===== config.mk =====
export PLATFORM = sky130hd
export DESIGN_NAME = gain_range_autoswitch_core
export DESIGN_NICKNAME = d
export VERILOG_FILES = /design/src/rtl/gras_pkg.sv /design/src/rtl/gras_step.sv /design/src/rtl/gain_range_autoswitch_core.sv
export SDC_FILE = /design/constraint.sdc
export NUM_CORES = 1
export LEC_CHECK = 0
export ABC_CLOCK_PERIOD_IN_PS = 10790
export BUFFER_PORTS_ARGS = -buffer_cell sky130_fd_sc_hd__buf_2
export CORE_MARGIN = 5
export CORE_UTILIZATION = 45
export DETAILED_ROUTE_END_ITERATION = 6
export PLACE_DENSITY_LB_ADDON = 0.05
export SETUP_SLACK_MARGIN = 0.5
export SYNTH_ARGS = -nofsm -noshare
export SYNTH_HDL_FRONTEND = slang
export SYNTH_SLANG_ARGS = --single-unit

===== constraint.sdc =====
create_clock -name clk -period 10.79 [get_ports clk]
set_input_delay 0.5395 -clock clk [delete_from_list [all_inputs] [get_ports clk]]
set_output_delay 0.5395 -clock clk [all_outputs]
set_load 0.02 [all_outputs]

===== src/rtl/gras_pkg.sv =====
package gras_pkg;

	localparam int unsigned CHANNELS  = 2;
	localparam int unsigned VOLT_W    = 32;
	localparam int unsigned CNT_W     = 16;
	localparam int unsigned CFG_IDX_W = 4;

	typedef logic [1:0] gain_t;

	localparam gain_t GAIN_LOW     = 2'd0;
	localparam gain_t GAIN_MID     = 2'd1;
	localparam gain_t GAIN_HIGH    = 2'd2;
	localparam gain_t GAIN_INVALID = 2'd3;

	typedef logic [CFG_IDX_W-1:0] cfg_idx_t;

	localparam cfg_idx_t REG_SWITCH_MODE   = 4'd0;
	localparam cfg_idx_t REG_COUNT_THR     = 4'd1;
	localparam cfg_idx_t REG_UPPER_NB      = 4'd2;
	localparam cfg_idx_t REG_UPPER_WB      = 4'd3;
	localparam cfg_idx_t REG_LOWER_MID_NB  = 4'd4;
	localparam cfg_idx_t REG_LOWER_MID_WB  = 4'd5;
	localparam cfg_idx_t REG_LOWER_HIGH_NB = 4'd6;
	localparam cfg_idx_t REG_LOWER_HIGH_WB = 4'd7;

	typedef struct packed {
		gain_t            gain;
		logic [CNT_W-1:0] up_low;
		logic [CNT_W-1:0] up_mid;
		logic [CNT_W-1:0] dn_mid;
		logic [CNT_W-1:0] dn_high;
	} ch_state_t;

	typedef struct packed {
		logic              cmd_mode;
		logic [CNT_W-1:0]  count_thr;
		logic [VOLT_W-1:0] upper;
		logic [VOLT_W-1:0] lower_mid;
		logic [VOLT_W-1:0] lower_high;
	} ch_cfg_t;

endpackage


===== src/rtl/gras_step.sv =====
module gras_step (
	input  gras_pkg::ch_cfg_t          cfg,
	input  gras_pkg::ch_state_t        cur,
	input  logic [gras_pkg::VOLT_W-1:0] voltage,
	input  gras_pkg::gain_t            gain_code,
	output gras_pkg::ch_state_t        nxt,
	output logic                       changed
);

	typedef enum logic [2:0] {
		Q_NONE,
		Q_UP_LOW,
		Q_UP_MID,
		Q_DN_MID,
		Q_DN_HIGH
	} qual_t;

	qual_t                       qual;
	logic [gras_pkg::CNT_W-1:0]  sel_cnt;
	logic [gras_pkg::CNT_W-1:0]  bumped;
	logic                        hit;
	logic                        above;
	logic                        below_mid;
	logic                        below_high;

	assign above      = voltage > cfg.upper;
	assign below_mid  = voltage < cfg.lower_mid;
	assign below_high = voltage < cfg.lower_high;

	always_comb begin
		qual = Q_NONE;
		case (gain_code)
			gras_pkg::GAIN_LOW: begin
				if (above) qual = Q_UP_LOW;
			end
			gras_pkg::GAIN_MID: begin
				if (above) qual = Q_UP_MID;
				else if (below_mid) qual = Q_DN_MID;
			end
			gras_pkg::GAIN_HIGH: begin
				if (below_high) qual = Q_DN_HIGH;
			end
			default: qual = Q_NONE;
		endcase
	end

	always_comb begin
		case (qual)
			Q_UP_LOW:  sel_cnt = cur.up_low;
			Q_UP_MID:  sel_cnt = cur.up_mid;
			Q_DN_MID:  sel_cnt = cur.dn_mid;
			Q_DN_HIGH: sel_cnt = cur.dn_high;
			default:   sel_cnt = '0;
		endcase
	end

	// saturating increment
	assign bumped = (&sel_cnt) ? sel_cnt : sel_cnt + 1'b1;
	assign hit    = bumped >= cfg.count_thr;

	always_comb begin
		nxt     = cur;
		changed = 1'b0;
		if (cfg.cmd_mode) begin
			nxt.gain = gain_code;
			changed  = 1'b1;
		end else if (qual != Q_NONE) begin
			nxt.up_low  = '0;
			nxt.up_mid  = '0;
			nxt.dn_mid  = '0;
			nxt.dn_high = '0;
			changed     = hit;
			case (qual)
				Q_UP_LOW: begin
					if (hit) nxt.gain = gras_pkg::GAIN_MID;
					else nxt.up_low = bumped;
				end
				Q_UP_MID: begin
					if (hit) nxt.gain = gras_pkg::GAIN_HIGH;
					else nxt.up_mid = bumped;
				end
				Q_DN_MID: begin
					if (hit) nxt.gain = gras_pkg::GAIN_LOW;
					else nxt.dn_mid = bumped;
				end
				Q_DN_HIGH: begin
					if (hit) nxt.gain = gras_pkg::GAIN_MID;
					else nxt.dn_high = bumped;
				end
				default: nxt = cur;
			endcase
		end
	end

endmodule


===== src/rtl/gain_range_autoswitch_core.sv =====
// Gain range auto-switch for two sensor channels.
// Path: input register, then result register. Throughput: 1 beat per cycle when out_ready
// does not stall the result register; per-channel state updates in the same cycle the
// result register loads, so back-to-back beats on one channel see fresh state.
// Reset (arst_n low, async): gains to high, counters cleared, registers to defaults.
module gain_range_autoswitch_core (
	input  logic                           clk,
	input  logic                           arst_n,
	input  logic                           in_valid,
	output logic                           in_ready,
	input  logic [1:0]                     channel,
	input  logic [gras_pkg::VOLT_W-1:0]    voltage,
	input  logic [1:0]                     gain_code,
	output logic                           out_valid,
	input  logic                           out_ready,
	output logic [1:0]                     out_channel,
	output logic [1:0]                     current_gain,
	output logic                           gain_changed,
	output logic                           accepted,
	input  logic                           cfg_valid,
	output logic                           cfg_ready,
	input  logic [gras_pkg::CFG_IDX_W-1:0] cfg_index,
	input  logic [31:0]                    cfg_data
);

	localparam int unsigned CH_W = (gras_pkg::CHANNELS > 1) ? $clog2(gras_pkg::CHANNELS) : 1;

	logic                            mode_q;
	logic [gras_pkg::CNT_W-1:0]      count_thr_q;
	logic [gras_pkg::VOLT_W-1:0]     upper_q      [gras_pkg::CHANNELS];
	logic [gras_pkg::VOLT_W-1:0]     lower_mid_q  [gras_pkg::CHANNELS];
	logic [gras_pkg::VOLT_W-1:0]     lower_high_q [gras_pkg::CHANNELS];

	gras_pkg::ch_state_t             state_q [gras_pkg::CHANNELS];

	logic                            valid_s1;
	logic [1:0]                      channel_s1;
	logic [gras_pkg::VOLT_W-1:0]     voltage_s1;
	gras_pkg::gain_t                 gain_s1;

	logic                            advance;
	logic                            item_ok;
	logic [CH_W-1:0]                 ch_idx;
	gras_pkg::ch_cfg_t               ch_cfg;
	gras_pkg::ch_state_t             cur_state;
	gras_pkg::ch_state_t             nxt_state;
	logic                            step_changed;

	assign cfg_ready = 1'b1;

	always_ff @(posedge clk or negedge arst_n) begin
		if (!arst_n) begin
			mode_q          <= 1'b0;
			count_thr_q     <= gras_pkg::CNT_W'(1);
			upper_q[0]      <= '0;
			upper_q[1]      <= '0;
			lower_mid_q[0]  <= '0;
			lower_mid_q[1]  <= '0;
			lower_high_q[0] <= '0;
			lower_high_q[1] <= '0;
		end else if (cfg_valid) begin
			case (cfg_index)
				gras_pkg::REG_SWITCH_MODE:   mode_q          <= cfg_data[0];
				gras_pkg::REG_COUNT_THR:     count_thr_q     <= cfg_data[gras_pkg::CNT_W-1:0];
				gras_pkg::REG_UPPER_NB:      upper_q[0]      <= cfg_data;
				gras_pkg::REG_UPPER_WB:      upper_q[1]      <= cfg_data;
				gras_pkg::REG_LOWER_MID_NB:  lower_mid_q[0]  <= cfg_data;
				gras_pkg::REG_LOWER_MID_WB:  lower_mid_q[1]  <= cfg_data;
				gras_pkg::REG_LOWER_HIGH_NB: lower_high_q[0] <= cfg_data;
				gras_pkg::REG_LOWER_HIGH_WB: lower_high_q[1] <= cfg_data;
				default: ;
			endcase
		end
	end

	assign advance  = valid_s1 && (!out_valid || out_ready);
	assign in_ready = !valid_s1 || advance;

	always_ff @(posedge clk or negedge arst_n) begin
		if (!arst_n) begin
			valid_s1 <= 1'b0;
		end else if (in_ready) begin
			valid_s1 <= in_valid;
		end
	end

	always_ff @(posedge clk) begin
		if (in_ready && in_valid) begin
			channel_s1 <= channel;
			voltage_s1 <= voltage;
			gain_s1    <= gain_code;
		end
	end

	assign item_ok = (32'(channel_s1) < gras_pkg::CHANNELS) &&
		(gain_s1 <= gras_pkg::GAIN_HIGH);
	assign ch_idx  = channel_s1[CH_W-1:0];

	always_comb begin
		ch_cfg.cmd_mode   = mode_q;
		ch_cfg.count_thr  = count_thr_q;
		ch_cfg.upper      = upper_q[ch_idx];
		ch_cfg.lower_mid  = lower_mid_q[ch_idx];
		ch_cfg.lower_high = lower_high_q[ch_idx];
	end

	assign cur_state = state_q[ch_idx];

	gras_step u_step (
		.cfg       (ch_cfg),
		.cur       (cur_state),
		.voltage   (voltage_s1),
		.gain_code (gain_s1),
		.nxt       (nxt_state),
		.changed   (step_changed)
	);

	always_ff @(posedge clk or negedge arst_n) begin
		if (!arst_n) begin
			for (int i = 0; i < gras_pkg::CHANNELS; i++) begin
				state_q[i].gain    <= gras_pkg::GAIN_HIGH;
				state_q[i].up_low  <= '0;
				state_q[i].up_mid  <= '0;
				state_q[i].dn_mid  <= '0;
				state_q[i].dn_high <= '0;
			end
		end else if (advance && item_ok) begin
			state_q[ch_idx] <= nxt_state;
		end
	end

	always_ff @(posedge clk or negedge arst_n) begin
		if (!arst_n) begin
			out_valid <= 1'b0;
		end else if (advance) begin
			out_valid <= 1'b1;
		end else if (out_ready) begin
			out_valid <= 1'b0;
		end
	end

	always_ff @(posedge clk) begin
		if (advance) begin
			out_channel  <= channel_s1;
			current_gain <= item_ok ? nxt_state.gain : gras_pkg::GAIN_LOW;
			gain_changed <= item_ok && step_changed;
			accepted     <= item_ok;
		end
	end

`ifndef NO_ASSERTIONS
	a_reject_clean: assert property (@(posedge clk) disable iff (!arst_n)
		out_valid && !accepted |-> current_gain == gras_pkg::GAIN_LOW && !gain_changed)
		else $error("rejected beat carries gain or change flag");

	a_gain_legal: assert property (@(posedge clk) disable iff (!arst_n)
		out_valid && accepted |-> current_gain != gras_pkg::GAIN_INVALID)
		else $error("illegal gain reported");

	a_state_legal: assert property (@(posedge clk) disable iff (!arst_n)
		state_q[0].gain != gras_pkg::GAIN_INVALID &&
		state_q[gras_pkg::CHANNELS-1].gain != gras_pkg::GAIN_INVALID)
		else $error("stored gain illegal");

	a_no_overwrite: assert property (@(posedge clk) disable iff (!arst_n)
		out_valid && !out_ready |-> !advance)
		else $error("result register overwritten while stalled");

	a_auto_step: assert property (@(posedge clk) disable iff (!arst_n)
		advance && item_ok && !mode_q && step_changed |->
			nxt_state.gain != cur_state.gain || nxt_state.gain != gain_s1)
		else $error("auto switch reported change without step");
`endif

endmodule


# After elaboration in Yosys (flattened, before gate mapping)
# Index checks and enable logic that the tools add are counted.
[totals]
ff_bits = 385
latch_bits = 0
ramBits = 0
romBits = 0
inputBits = 77
output_inout_bits = 9
n_memories = 0
[classes]
add_sub_neg = 1
mul = 0
div_mod_pow = 0
magnitude_cmp = 8
eq_ne = 13
n_shift = 0
muxes = 38
bitwise_logic = 1
n_reduce_logical = 28
[ops]
columns = ["op", "n"]
rows = [
  ["66-bit 2-to-1 mux", 5],
  ["32-bit 2-to-1 mux", 9],
  ["132-bit bitwise mux", 1],
  ["16-bit case mux with 2 select lines", 4],
  ["66-bit demux with 1-bit select", 1],
  ["32-bit less-than comparator", 2],
  ["64-bit 2-to-1 mux", 1],
  ["16-bit case mux with 4 select lines", 1],
  ["32-bit greater-than comparator", 1],
  ["16-bit 2-to-1 mux", 2],
  ["16-bit by 1-bit adder with 16-bit output (second input constant)", 1],
  ["4-bit by 3-bit == test with 1-bit output (second input constant)", 4],
  ["16-bit >= comparator", 1],
  ["16-bit AND reduction", 1],
  ["2-bit AND reduction", 8],
  ["3-bit OR reduction", 4],
  ["2-bit 2-to-1 mux", 5],
  ["3-bit case mux with 3 select lines", 1],
  ["4-bit by 2-bit == test with 1-bit output (second input constant)", 2],
  ["3-bit by 2-bit == test with 1-bit output (second input constant)", 2],
  ["1-bit logical AND", 6],
  ["3-bit 2-to-1 mux", 2],
  ["2-bit case mux with 3 select lines", 1],
  ["1-bit 2-to-1 mux", 5],
  ["17 further kinds", 19],
]

# Depth between registers and ports, before layout
# Gate-level depths: netlist of run 1.
[depth]
depth_word = 18
mapped_depth = 35

# Modules after synthesis
# A second synthesis of run 1 with hierarchy kept.
[unflattened]
cells_unflattened = 1623
area_unflattened_um2 = 20951.3
[modules_own_cells]
columns = ["module", "n_inst", "cells_per_inst", "area_each_um2"]
rows = [
  ["gain_range_autoswitch_core", 1, 969, 16325.7],
  ["gras_step", 1, 654, 4625.7],
]

# Worst setup path after synthesis of run 1
# Ideal clock, no wire load.
[synth_timing]
path_kind = "flip-flop to flip-flop"
from = "register channel_s1[0]"
to = "register state_q[50] (netlist bit)"
setup_ps = 99
t_arrival_ps = 8929
required_time_ps = 10691
path_slack_ps = 1761
path_stages_with_launch = 36
n_path_buf = 10
path_cell_list = "edfxtp_1 > buf_2 > buf_1 > buf_2 > buf_1 > clkbuf_1 > clkbuf_1 > buf_1 > mux2i_1 > ha_1 > a41o_1 > a221o_1 > a2111oi_4 > a21oi_2 > or2_1 > buf_4 > o311ai_4 > ha_1 > and2_1 > and4_1 > and2_1 > buf_6 > buf_6 > nor2_1 > a21oi_1 > ha_1 > a21o_1 > a2111oi_0 > o21ai_0 > a2111oi_0 > nor2_1 > nor3_1 > nand3_1 > o21ai_0 > nor2_1 > a311oi_1"
[synth_between]
elab_chain_cells = 18
[synth_rtl]
columns = ["item", "line", "source"]
rows = [
  ["from (decl)", "gain_range_autoswitch_core.sv:37", "logic [1:0] channel_s1;"],
  ["from (signal assigned)", "gain_range_autoswitch_core.sv:89", "channel_s1 <= channel;"],
  ["1-bit NOT with 2-bit output (not written as such)", "n/a", ""],
  ["32-bit 2-to-1 mux (not written as such) (3 in series)", "gain_range_autoswitch_core.sv:103", "ch_cfg.lower_mid = lower_mid_q[ch_idx];"],
  ["32-bit less-than comparator", "gras_step.sv:27", "assign below_mid = voltage < cfg.lower_mid;"],
  ["2-bit 2-to-1 mux", "gras_step.sv:38", "else if (below_mid) qual = Q_DN_MID;"],
  ["3-bit 2-to-1 mux", "gras_step.sv:37", "if (above) qual = Q_UP_MID;"],
  ["3-bit case mux with 3 select lines", "gras_step.sv:32", "case (gain_code)"],
  ["3-bit == test (tied with other cells)", "gras_step.sv:48, gras_step.sv:73", ""],
  ["16-bit case mux with 4 select lines", "gras_step.sv:48", "case (qual)"],
  ["16-bit by 1-bit adder with 16-bit output or 16-bit AND reduction (tied branches)", "gras_step.sv:58", "assign bumped = (&sel_cnt) ? sel_cnt : sel_cnt + 1'b1;"],
  ["16-bit 2-to-1 mux", "gras_step.sv:58", ""],
  ["16-bit >= comparator", "gras_step.sv:59", "assign hit = bumped >= cfg.count_thr;"],
  ["16-bit 2-to-1 mux", "gras_step.sv:75", "if (hit) nxt.gain = gras_pkg::GAIN_MID;"],
  ["16-bit case mux with 2 select lines", "gras_step.sv:73", "case (qual)"],
  ["66-bit 2-to-1 mux", "gras_step.sv:67", "end else if (qual != Q_NONE) begin"],
  ["64-bit 2-to-1 mux", "gras_step.sv:64", "if (cfg.cmd_mode) begin"],
  ["132-bit bitwise mux", "gain_range_autoswitch_core.sv:128", "state_q[ch_idx] <= nxt_state;"],
  ["to (signal, indexed assignment)", "gain_range_autoswitch_core.sv:128", ""],
  ["to (decl)", "gain_range_autoswitch_core.sv:34", "gras_pkg::ch_state_t state_q [gras_pkg::CHANNELS];"],
]
# Several ways; a longest one is shown, not always the timed one. The select of a mux whose other input is x is not followed.
# A chain may end at the register's enable or synchronous reset.

# Worst setup path in the final report of run 1
# Same ends and word-level chain as after synthesis.

==> summary.md, run 1 <==
| Metric | Value |
|---|---|
| Status | `completed` |
| R2r endpoint | `state_q[50]` |
| Syn-to-layout area delta | `12.7%` |
| Setup violations, final | `0` |
| Total Power | `4.53 mW` |
| Setup Skew | `0.0263 ns` |
| CP required | `~11 ns` |
| Crit Path Max Fanout | `58` |
| Period utilization | `0.871` |
| DR pass1 iterations | `5` |
| Final Hold Fails | `0` |
| DR vias/cell | `approximately 6` |
| Post-Place Setup Slack | `approximately 1.4 ns` |
| Reg-to-reg critical path startpoint | `channel_s1[0]` |
| Synth cell types | `76` |
| Post-cts sizing count | `0` |
| Critical Path End | `state_q[50]` |
| RSZ-0062 raised after global routing | `false` |
| WL met3 | `about 2.5 mm` |
| Die height | `~220 µm` |
| Hold crit path type | `primary input to async pin` |
| Post-synth EDFFs | `42` |
| Die area | `49600 µm²` |
| Setup crit start kind | `flip-flop` |
| Seq cells post-synth | `about 390` |
| Ratio of cells with drive above 1 in the final layout | `0.260` |
| Average size of a mapped cell | `~12 µm²` |
| CTS max path bufs | `3` |
| CP max stage delay | `between 0.7 and 0.8 ns` |
| Cell Rows | `78` |
| Clk Latency, worst-skew pair | `roughly 0.59 ns` |
| Max_cap viols | `0` |
| Worst-margin pin slew | `approximately 1.2 ns` |
| Top post-synthesis cells by count | `dfrtp_1, mux2_2, mux2i_1, ha_1, nor2_1` |
| Starting Density | `0.452` |
| DIE WIDTH | `~220 µm` |
| Post-CTS Setup Inserts | `0` |
| Ys async rst share | `0.891` |
| Total routed wirelength | `57.7 mm` |
| Worst-path clk slew | `roughly 0.060 ns` |
| Top-area cell type share of the netlist area | `0.417` |
| Average wire per standard cell | `roughly 24 µm` |
| Met2 Routed Length | `roughly 27 mm` |
| Via count | `14500` |
| CTS tree | `built` |
| Ys Warns | `0` |
| First-pass GRT wire length | `between 90 and 100 mm` |
| Synth Net Count | `about 1900` |
| Syn Inst Count | `about 1700` |
| Overflow after GRT | `0` |
| Hpwl dp | `around 39 mm` |
| Synth area leaders | `dfrtp_1, mux2_2, ha_1` |
| M1 wire length | `about 26 mm` |
| Final Critical Period | `~9.4 ns` |
| Initial DRC count | `1140` |
| Root Driver | `clkbuf_16` |
| Sequential share of the synthesized area | `0.483` |
| Power per cell area | `roughly 200 nW/µm²` |
| CP Class | `flip-flop to flip-flop` |
| Antenna violations before repair | `1` |
| Top layer in use | `met4` |
| Worst path slowest cell | `o311ai_1` |
| CTS sink count | `385` |
| I/O Pins | `86` |
| Max-slew violation total from the final report | `0` |
| Final nets | `approximately 2000` |
| Placeable Area | `around 45000 µm²` |
| R2r setup slk | `between 1 and 1.5 ns` |
| Vias in the first global route | `roughly 15000` |
| Worst Setup End Kind | `flip-flop` |
| Count leader, synth | `dfrtp_1` |
| VDD IR max | `approximately 0.14 mV` |
| Mapped cell area | `between 20000 and 25000 µm²` |
| Antenna-violating nets left | `0` |
| Num CTS Buffers | `44` |
| Post-Route Setup TNS | `0 ns` |
| Htree depth | `2` |
| Leak | `a little over 10 nW` |
| Final Worst Setup Slack | `between 1 and 1.5 ns` |
| Hold Buf Count CTS | `0` |
| DRC Markers | `0` |
| Input/output buffers | `between 80 and 90` |
| GPL Wtd Cong | `between 0.8 and 0.9` |
| Rel. slew slack | `0.175` |
| Largest net degree at the start of global routing | `~130` |
| GRT Util Overall | `0.231` |
| Worst R2R Path Depth | `25` |
| Critical Path AT | `9.88 ns` |
| Achievable clock frequency | `106 MHz` |
| Yosys top cell by area | `dfrtp_1` |
| Ys flop type | `dfrtp_1` |
| Critical path startpoint | `channel_s1[0]` |
[cells in the final DEF (no fill, tap or decap), types with 38 or more instances in the layout]
| cell | netlist | layout |
|---|---|---|
| dfrtp_1 | 340 | 340 |
| mux2_2 | 240 | 240 |
| mux2i_1 | 138 | 138 |
| ha_1 | 111 | 111 |
| nor2_1 | 102 | 99 |
| o21ai_0 | 83 | 83 |
| buf_2 | 7 | 83 |
| o31ai_1 | 79 | 79 |
| nand2_1 | 61 | 59 |
| a21oi_1 | 49 | 49 |
| clkbuf_16 | 0 | 46 |
| inv_1 | 42 | 42 |
| edfxtp_1 | 42 | 42 |
| nand3_1 | 38 | 38 |
[where the power goes]
group	leakage [nW]	total, mW	internal [mW]	switching [mW]
Sequential	4.73	1.91	1.76	0.151
Combinational	4.60	1.08	0.466	0.611
Clock	0.745	1.55	0.915	0.632
Total	10.1	4.53	3.14	1.39
[metal layers]
metal  track usage  up-vias
met3        0.0344       96
met5             0        -
met4        0.0708        0
met2         0.373      361
met1         0.325     7375
li1              -     6699
[through the flow]
step                utilization  area (µm²)  std cells  hold slack [ns]
floorplan                     -       20400       1736            0.244
global placement          0.476       21500       2355            0.463
detailed placement        0.476       21500       2355            0.476
CTS                       0.509       23000       2437           0.0746
global route              0.509       23000       2437           0.0930
finish                    0.509       23000       2438           0.0478
[sequential cells by signal, indices dropped and copies added, names as in the netlist, 2 cells and up]
signal        count
gain_s1           2
channel_s1        2
state_q         132
upper_q          64
current_gain      2
count_thr_q      16
out_channel       2
voltage_s1       32
lower_mid_q      64
lower_high_q     64
[cell families after synthesis]
kind of cell,count (synthesis),synth area share
AND/OR/NAND/NOR,324,0.0784
buffers and inverters,138,0.0275
multiplexers,386,0.208
AO/OA/AOI/OAI,388,0.132
other,1,0.000184
adder cells (fa/ha/maj),111,0.0681
flip-flops,385,0.483
XOR/XNOR,3,0.00221
[critical path, delay by kind of cell, from the launching register on]
kind | cells | cell delay (ns)
AO/OA/AOI/OAI | 8 | 2.28
adder cells (fa/ha/maj) | 2 | 0.63
buffers and inverters | 2 | 0.49
flip-flops | 1 | 0.43
multiplexers | 2 | 0.81
AND/OR/NAND/NOR | 11 | 4.50
[how the worst min path moves through the flow]
stage | slack [ns] | start | to
final | 0.05 | arst_n | state_q[93]
after detailed placement | 0.48 | valid_s1 | out_valid
after global routing | 0.09 | voltage[25] | voltage_s1[25]
after floorplan | 0.24 | arst_n | count_thr_q[10]
after CTS | 0.07 | voltage[24] | voltage_s1[24]
after global placement | 0.46 | valid_s1 | out_valid
[layout make-up]
type,instances,area (µm²)
Clock inverter,18,201
Multi-Input combinational cell,1213,10000
Sequential cell,385,9850
Fill cell,4061,22100
Antenna cell,1,2.50
Inverter,42,158
Clock buffer,64,1300
Timing Repair Buffer,115,676
Tap cell,600,751
Power figures use the tool's default switching activity.
==> run 2, diff against run 1 <==
- ABC_CLOCK_PERIOD_IN_PS: 10790 -> 11400
- clock period: 10.79 -> 11.4 ns (I/O delays scaled with it)
==> summary.md, run 2 (synthesis results as in run 1) <==
| Metric | Value |
|---|---|
| Status | `completed` |
| Rel. slew slack | `0.200 (+0.0253)` |
| Num CTS Buffers | `45 (+2.3%)` |
| Max_cap viols | `0 (unchanged)` |
| CP Class | `flip-flop to flip-flop` |
| Final Critical Period | `9.27 ns (-0.129 ns)` |
| DIE WIDTH | `223 µm (unchanged)` |
| Period utilization | `0.813 (-0.0579)` |
| Reg-to-reg critical path startpoint | `channel_s1[0]` |
| GPL Wtd Cong | `0.884 (-0.38%)` |
| Hold Buf Count CTS | `0 (unchanged)` |
| Number of flip-flops in the largest register | `132 (unchanged)` |
| Setup violations, final | `0 (unchanged)` |
| DR pass1 iterations | `7 (+2)` |
| Post-Place Setup Slack | `2.16 ns (+0.726 ns)` |
| Crit Path Max Fanout | `89 (+53%)` |
| Die height | `223 µm (unchanged)` |
| Setup Skew | `0.0220 ns (-0.00429 ns)` |
| CTS tree | `built` |
| CTS max path bufs | `3 (unchanged)` |
| Antenna-violating nets left | `0 (unchanged)` |
| I/O Pins | `86 (unchanged)` |
| Hold crit path type | `primary input to async pin` |
| Multi-input logic area | `10000 µm² (about the same)` |
| Clk Latency, worst-skew pair | `0.58 ns (about the same)` |
| Die area | `49600 µm² (unchanged)` |
| Placeable Area | `45100 µm² (unchanged)` |
| Final Hold Fails | `0 (unchanged)` |
| Starting Density | `0.452 (unchanged)` |
| CTS sink count | `385 (unchanged)` |
| Input/output buffers | `84 (unchanged)` |
| GRT Util Overall | `0.228 (-0.00297)` |
| Critical Path AT | `9.75 ns (-0.13 ns)` |
| Overflow after GRT | `0 (unchanged)` |
| Top reg by flops | `state_q` |
| Leak | `10.0 nW (-0.38%)` |
| Worst-margin pin slew | `1.19 ns (-0.0376 ns)` |
| Htree depth | `2 (unchanged)` |
| Largest net degree at the start of global routing | `163 (+29%)` |
| DR vias/cell | `5.93 (-0.49%)` |
| Via count | `14400 (-0.65%)` |
| DRC Markers | `0 (unchanged)` |
| Commonest cells after routing, fill and taps aside | `dfrtp_1, mux2_2, mux2i_1` |
| Setup crit start kind | `flip-flop` |
| Initial DRC count | `1021 (-10%)` |
| Achievable clock frequency | `108 MHz (+1.4%)` |
| Filler Cell Count | `4023 (-0.94%)` |
| CP required | `11.88 ns (+0.61 ns)` |
| Final core occ | `0.508 (-0.00111)` |
| First-pass GRT wire length | `89.7 mm (-0.99%)` |
| Final Worst Setup Slack | `2.13 ns (+0.739 ns)` |
| Vias in the first global route | `15000 (+0.067%)` |
| Critical path startpoint | `channel_s1[0]` |
| Commonest non-fill, non-tap cell in the layout | `dfrtp_1` |
| Cell Rows | `78 (unchanged)` |
| Post-cts sizing count | `0 (unchanged)` |
| Worst-path clk slew | `0.06 ns (about the same)` |
| Worst Setup End Kind | `flip-flop` |
| Post-Route Setup TNS | `0 ns (unchanged)` |
| VDD IR max | `0.124 mV (-14%)` |
| Average wire per standard cell | `23.3 µm (-1.4%)` |
| Final nets | `1985 (-0.20%)` |
| Total routed wirelength | `56.8 mm (-1.6%)` |
| Hpwl dp | `38.3 mm (-1.4%)` |
| Syn-to-layout area delta | `12.4%` |
| Ratio of cells with drive above 1 in the final layout | `0.254 (-0.00543)` |
| Max-slew violation total from the final report | `0 (unchanged)` |
| Antenna violations before repair | `1 (unchanged)` |
| Root Driver | `clkbuf_16` |
| Post-CTS Setup Inserts | `0 (unchanged)` |
| FF/Latch Area | `9850 µm² (unchanged)` |
| RSZ-0062 raised after global routing | `false` |
| Power per cell area | `185 nW/µm² (-6.1%)` |
-- run 2: final timing paths --
kind                       depth (start not counted)  slack, ns         endpoint
max                                               24       2.13      state_q[11]
min                                                1       0.06      state_q[30]
max reg2reg                                       24       2.13      state_q[11]
min reg2reg                                        0       0.47   out_channel[1]
max in group asynchronous                          2       9.79  lower_mid_q[52]
min in group clk                                   1       0.16    voltage_s1[6]
-- run 2: stage by stage --
step	hold slack [ns]	power (mW)	std cells	instance area, µm²
5_1_grt	0.131	4.51	2433	22900
6_report	0.0634	4.25	2434	22900
4_1_cts	0.0840	4.30	2433	22900
2_1_floorplan	0.274	2.52	1736	20400
3_5_place_dp	0.459	2.84	2350	21400
3_3_place_gp	0.446	2.81	2350	21400
-- run 2: worst max-delay path, stage by stage, from the launching register on --
cell and delay, ns:
edfxtp_1 0.38, buf_12 0.43, mux2i_1 0.18, ha_1 0.35, nand4_1 0.13, or4_1 0.65
nor3_1 0.32, a21oi_2 0.22, or2_1 0.60, o311ai_1 0.72, and3_1 0.41, and4_1 0.38
and2_1 0.16, buf_4 0.33, mux2i_2 0.56, inv_1 0.10, ha_1 0.29, a21o_1 0.16
a21oi_1 0.12, o21ai_0 0.09, a2111oi_0 0.39, nor2_1 0.23, nor4_1 0.95, nand2_1 0.50
o21ai_0 0.29
-- run 2: cell type report --
type	instances	share of cell area
Antenna cell	1	0.000109
Clock inverter	13	0.00639
Tap cell	600	0.0328
Clock buffer	70	0.0580
Timing Repair Buffer	110	0.0284
Multi-Input combinational cell	1213	0.438
Sequential cell	385	0.430
Inverter	42	0.00688
-- run 2: metal layers --
layer | GRT usage | vias up | share of wire
met2 | 0.380 | 358 | 0.48
li1 | - | 6688 | -
met4 | 0.0601 | 0 | 0.022
met1 | 0.319 | 7322 | 0.46
met5 | 0 | - | 0
met3 | 0.0276 | 68 | 0.041
-- run 2: where the power goes --
group / leakage [nW] / switching [mW] / total (mW) / internal (mW)
Sequential: 4.73 / 0.144 / 1.81 / 1.66
Combinational: 4.59 / 0.565 / 1.00 / 0.439
Clock: 0.725 / 0.587 / 1.44 / 0.850
==> run 3, diff against run 2 <==
- ABC_CLOCK_PERIOD_IN_PS: 11400 -> 9050
- clock period: 11.4 -> 9.05 ns (I/O delays scaled with it)
==> summary.md, run 3 (synthesis results as in run 1) <==
| Metric | Value |
|---|---|
| Status | `completed` |
| Power per cell area | `234 nW/µm² (+26%)` |
| RSZ-0062 raised after global routing | `false` |
| Setup Skew | `0.0296 ns (+0.00759 ns)` |
| Root Driver | `clkbuf_16` |
| Starting Density | `0.452 (unchanged)` |
| Hold crit path type | `primary input to flip-flop` |
| Reg-to-reg critical path startpoint | `channel_s1[0]` |
| GR Layer Usage met3 | `0.0309 (+0.00330)` |
| Setup crit start kind | `flip-flop` |
| I/O Pins | `86 (unchanged)` |
| Worst-margin pin slew | `1.16 ns (-0.0314 ns)` |
| Largest net degree at the start of global routing | `173 (+6.1%)` |
| GRT Util Overall | `0.229 (+0.00101)` |
| Top reg by flops | `state_q` |
| Overflow after GRT | `0 (unchanged)` |
| Clk Latency, worst-skew pair | `0.59 ns (about the same)` |
| Hpwl dp | `38.6 mm (+0.94%)` |
| Most frequent CP cell | `buf_4` |
| Worst Setup End Kind | `flip-flop` |
| DRC Markers | `0 (unchanged)` |
| Number of flip-flops in the largest register | `132 (unchanged)` |
| Initial DRC count | `994 (-2.6%)` |
| Max-slew violation total from the final report | `0 (unchanged)` |
| Post-Place Setup Slack | `0.702 ns (-1.46 ns)` |
| CTS max path bufs | `3 (unchanged)` |
| R2r setup slk | `1.10 ns (-1.03 ns)` |
| Average wire per standard cell | `23.3 µm (-0.23%)` |
| Final nets | `2014 (+1.5%)` |
| Max_cap viols | `0 (unchanged)` |
| Placed cells | `2371 (+0.89%)` |
| Multi-input logic area | `10000 µm² (about the same)` |
| Post-route cell area | `23200 µm² (+1.5%)` |
| Input/output buffers | `84 (unchanged)` |
| CP Class | `flip-flop to flip-flop` |
| Worst path slowest cell | `o311ai_1` |
| Final Worst Setup Slack | `1.10 ns (-1.03 ns)` |
| VDD IR max | `0.164 mV (+32%)` |
| CTS sink count | `385 (unchanged)` |
| R2r endpoint | `state_q[116]` |
| Final Critical Period | `7.95 ns (-1.32 ns)` |
| Ratio of cells with drive above 1 in the final layout | `0.265 (+0.0105)` |
| Die height | `223 µm (unchanged)` |
| Via count | `14600 (+0.84%)` |
| Antenna-violating nets left | `0 (unchanged)` |
| Post-placement cell area | `21600 µm² (+0.85%)` |
| Worst Hold Launch | `voltage[7]` |
| Antenna violations before repair | `2 (+1)` |
| Htree depth | `2 (unchanged)` |
| Filler-free cell count of the finished design | `2463 (+1.2%)` |
| Hold EP | `voltage_s1[7]` |
| Met2 usage | `0.376 (-0.00334)` |
| Critical Path AT | `8.43 ns (-1.32 ns)` |
| Num CTS Buffers | `45 (unchanged)` |
| Worst-path clk slew | `0.06 ns (about the same)` |
| CP required | `9.53 ns (-2.35 ns)` |
| Die area | `49600 µm² (unchanged)` |
| Syn-to-layout area delta | `14.1%` |
| DIE WIDTH | `223 µm (unchanged)` |
| Period utilization | `0.879 (+0.0656)` |
| CTS tree | `built` |
| Leak | `10.2 nW (+1.9%)` |
| DR vias/cell | `5.91 (-0.35%)` |
| Post-Route Setup TNS | `0 ns (unchanged)` |
| Worst R2R Path Depth | `28 (+17%)` |
| Commonest cells after routing, fill and taps aside | `dfrtp_1, mux2_2, mux2i_1` |
| Filler Cell Count | `4086 (+1.6%)` |
| FF/Latch Area | `9850 µm² (unchanged)` |
| Busiest grt layer | `met2` |
| Vias in the first global route | `15000 (+0.25%)` |
| CP max stage delay | `0.52 ns (-0.43 ns)` |
| Crit Path Max Fanout | `20 (-78%)` |
| Total routed wirelength | `57.3 mm (+0.96%)` |
| Achievable clock frequency | `126 MHz (+17%)` |
| GR Util met1 | `0.315 (-0.00405)` |
| Setup violations, final | `0 (unchanged)` |
| First-pass GRT wire length | `89.7 mm (about the same)` |
| DR pass1 iterations | `5 (-2)` |
| Commonest non-fill, non-tap cell in the layout | `dfrtp_1` |
| Rel. slew slack | `0.221 (+0.0211)` |
| Worst hold slack | `0.0405 ns (-0.0229 ns)` |
| Cell Rows | `78 (unchanged)` |
| Placeable Area | `45100 µm² (unchanged)` |
| Hold path cells | `1` |
| Final Hold Fails | `0 (unchanged)` |
| GPL Wtd Cong | `0.881 (-0.29%)` |
run 3: routing by layer:
metal / vias up / part of all wire
met5: - / 0.00023
li1: 6759 / -
met4: 2 / 0.032
met3: 95 / 0.041
met2: 333 / 0.48
met1: 7368 / 0.45
run 3: area by class of cell:
cell class              instances  area share
diodes                          1    0.000108
clock buffers                  64      0.0563
clock inverters                19     0.00974
inverters                      42     0.00678
multi-input cells            1213       0.432
flip-flops and latches        385       0.424
well taps                     600      0.0323
repair buffers                139      0.0396
run 3: critical path: cells and delay by family, from the launching register on:
kind                     cells  cell delay (ns)
AND/OR/NAND/NOR              8             2.46
buffers and inverters        5             0.80
AO/OA/AOI/OAI               11             3.17
multiplexers                 2             0.44
adder cells (fa/ha/maj)      2             0.55
flip-flops                   1             0.41
run 3: timing repair:
action / in CTS / in global routing
hold buffers: 6 / 0
setup buffers: 0 / 2
setup endpoints to repair: 0 / 71
resized for setup: 0 / 1
endpoints found under the hold margin: 102 / 0
run 3: where the power goes:
group          internal (mW)  switching, mW
combinational          0.571          0.719
sequential              2.10          0.183
clock                   1.13          0.752
total                   3.79           1.65
run 3: worst max-delay path by stage:
stage	startpoint	end	slack (ns)	cells after the start
after CTS	channel_s1[0]	current_gain[0]	0.64	27
after global routing	channel_s1[0]	state_q[50]	0.51	28
after global placement	channel_s1[0]	current_gain[0]	0.80	26
after floorplan	channel_s1[0]	state_q[50]	0.64	35
after detailed placement	channel_s1[0]	current_gain[0]	0.70	27
final	channel_s1[0]	state_q[116]	1.10	28
run 3: stage by stage:
stage	utilization	power [mW]
after CTS	0.515	5.50
final	0.516	5.45
after global routing	0.516	5.76
after floorplan	-	3.18
after global placement	0.479	3.56
after detailed placement	0.479	3.60
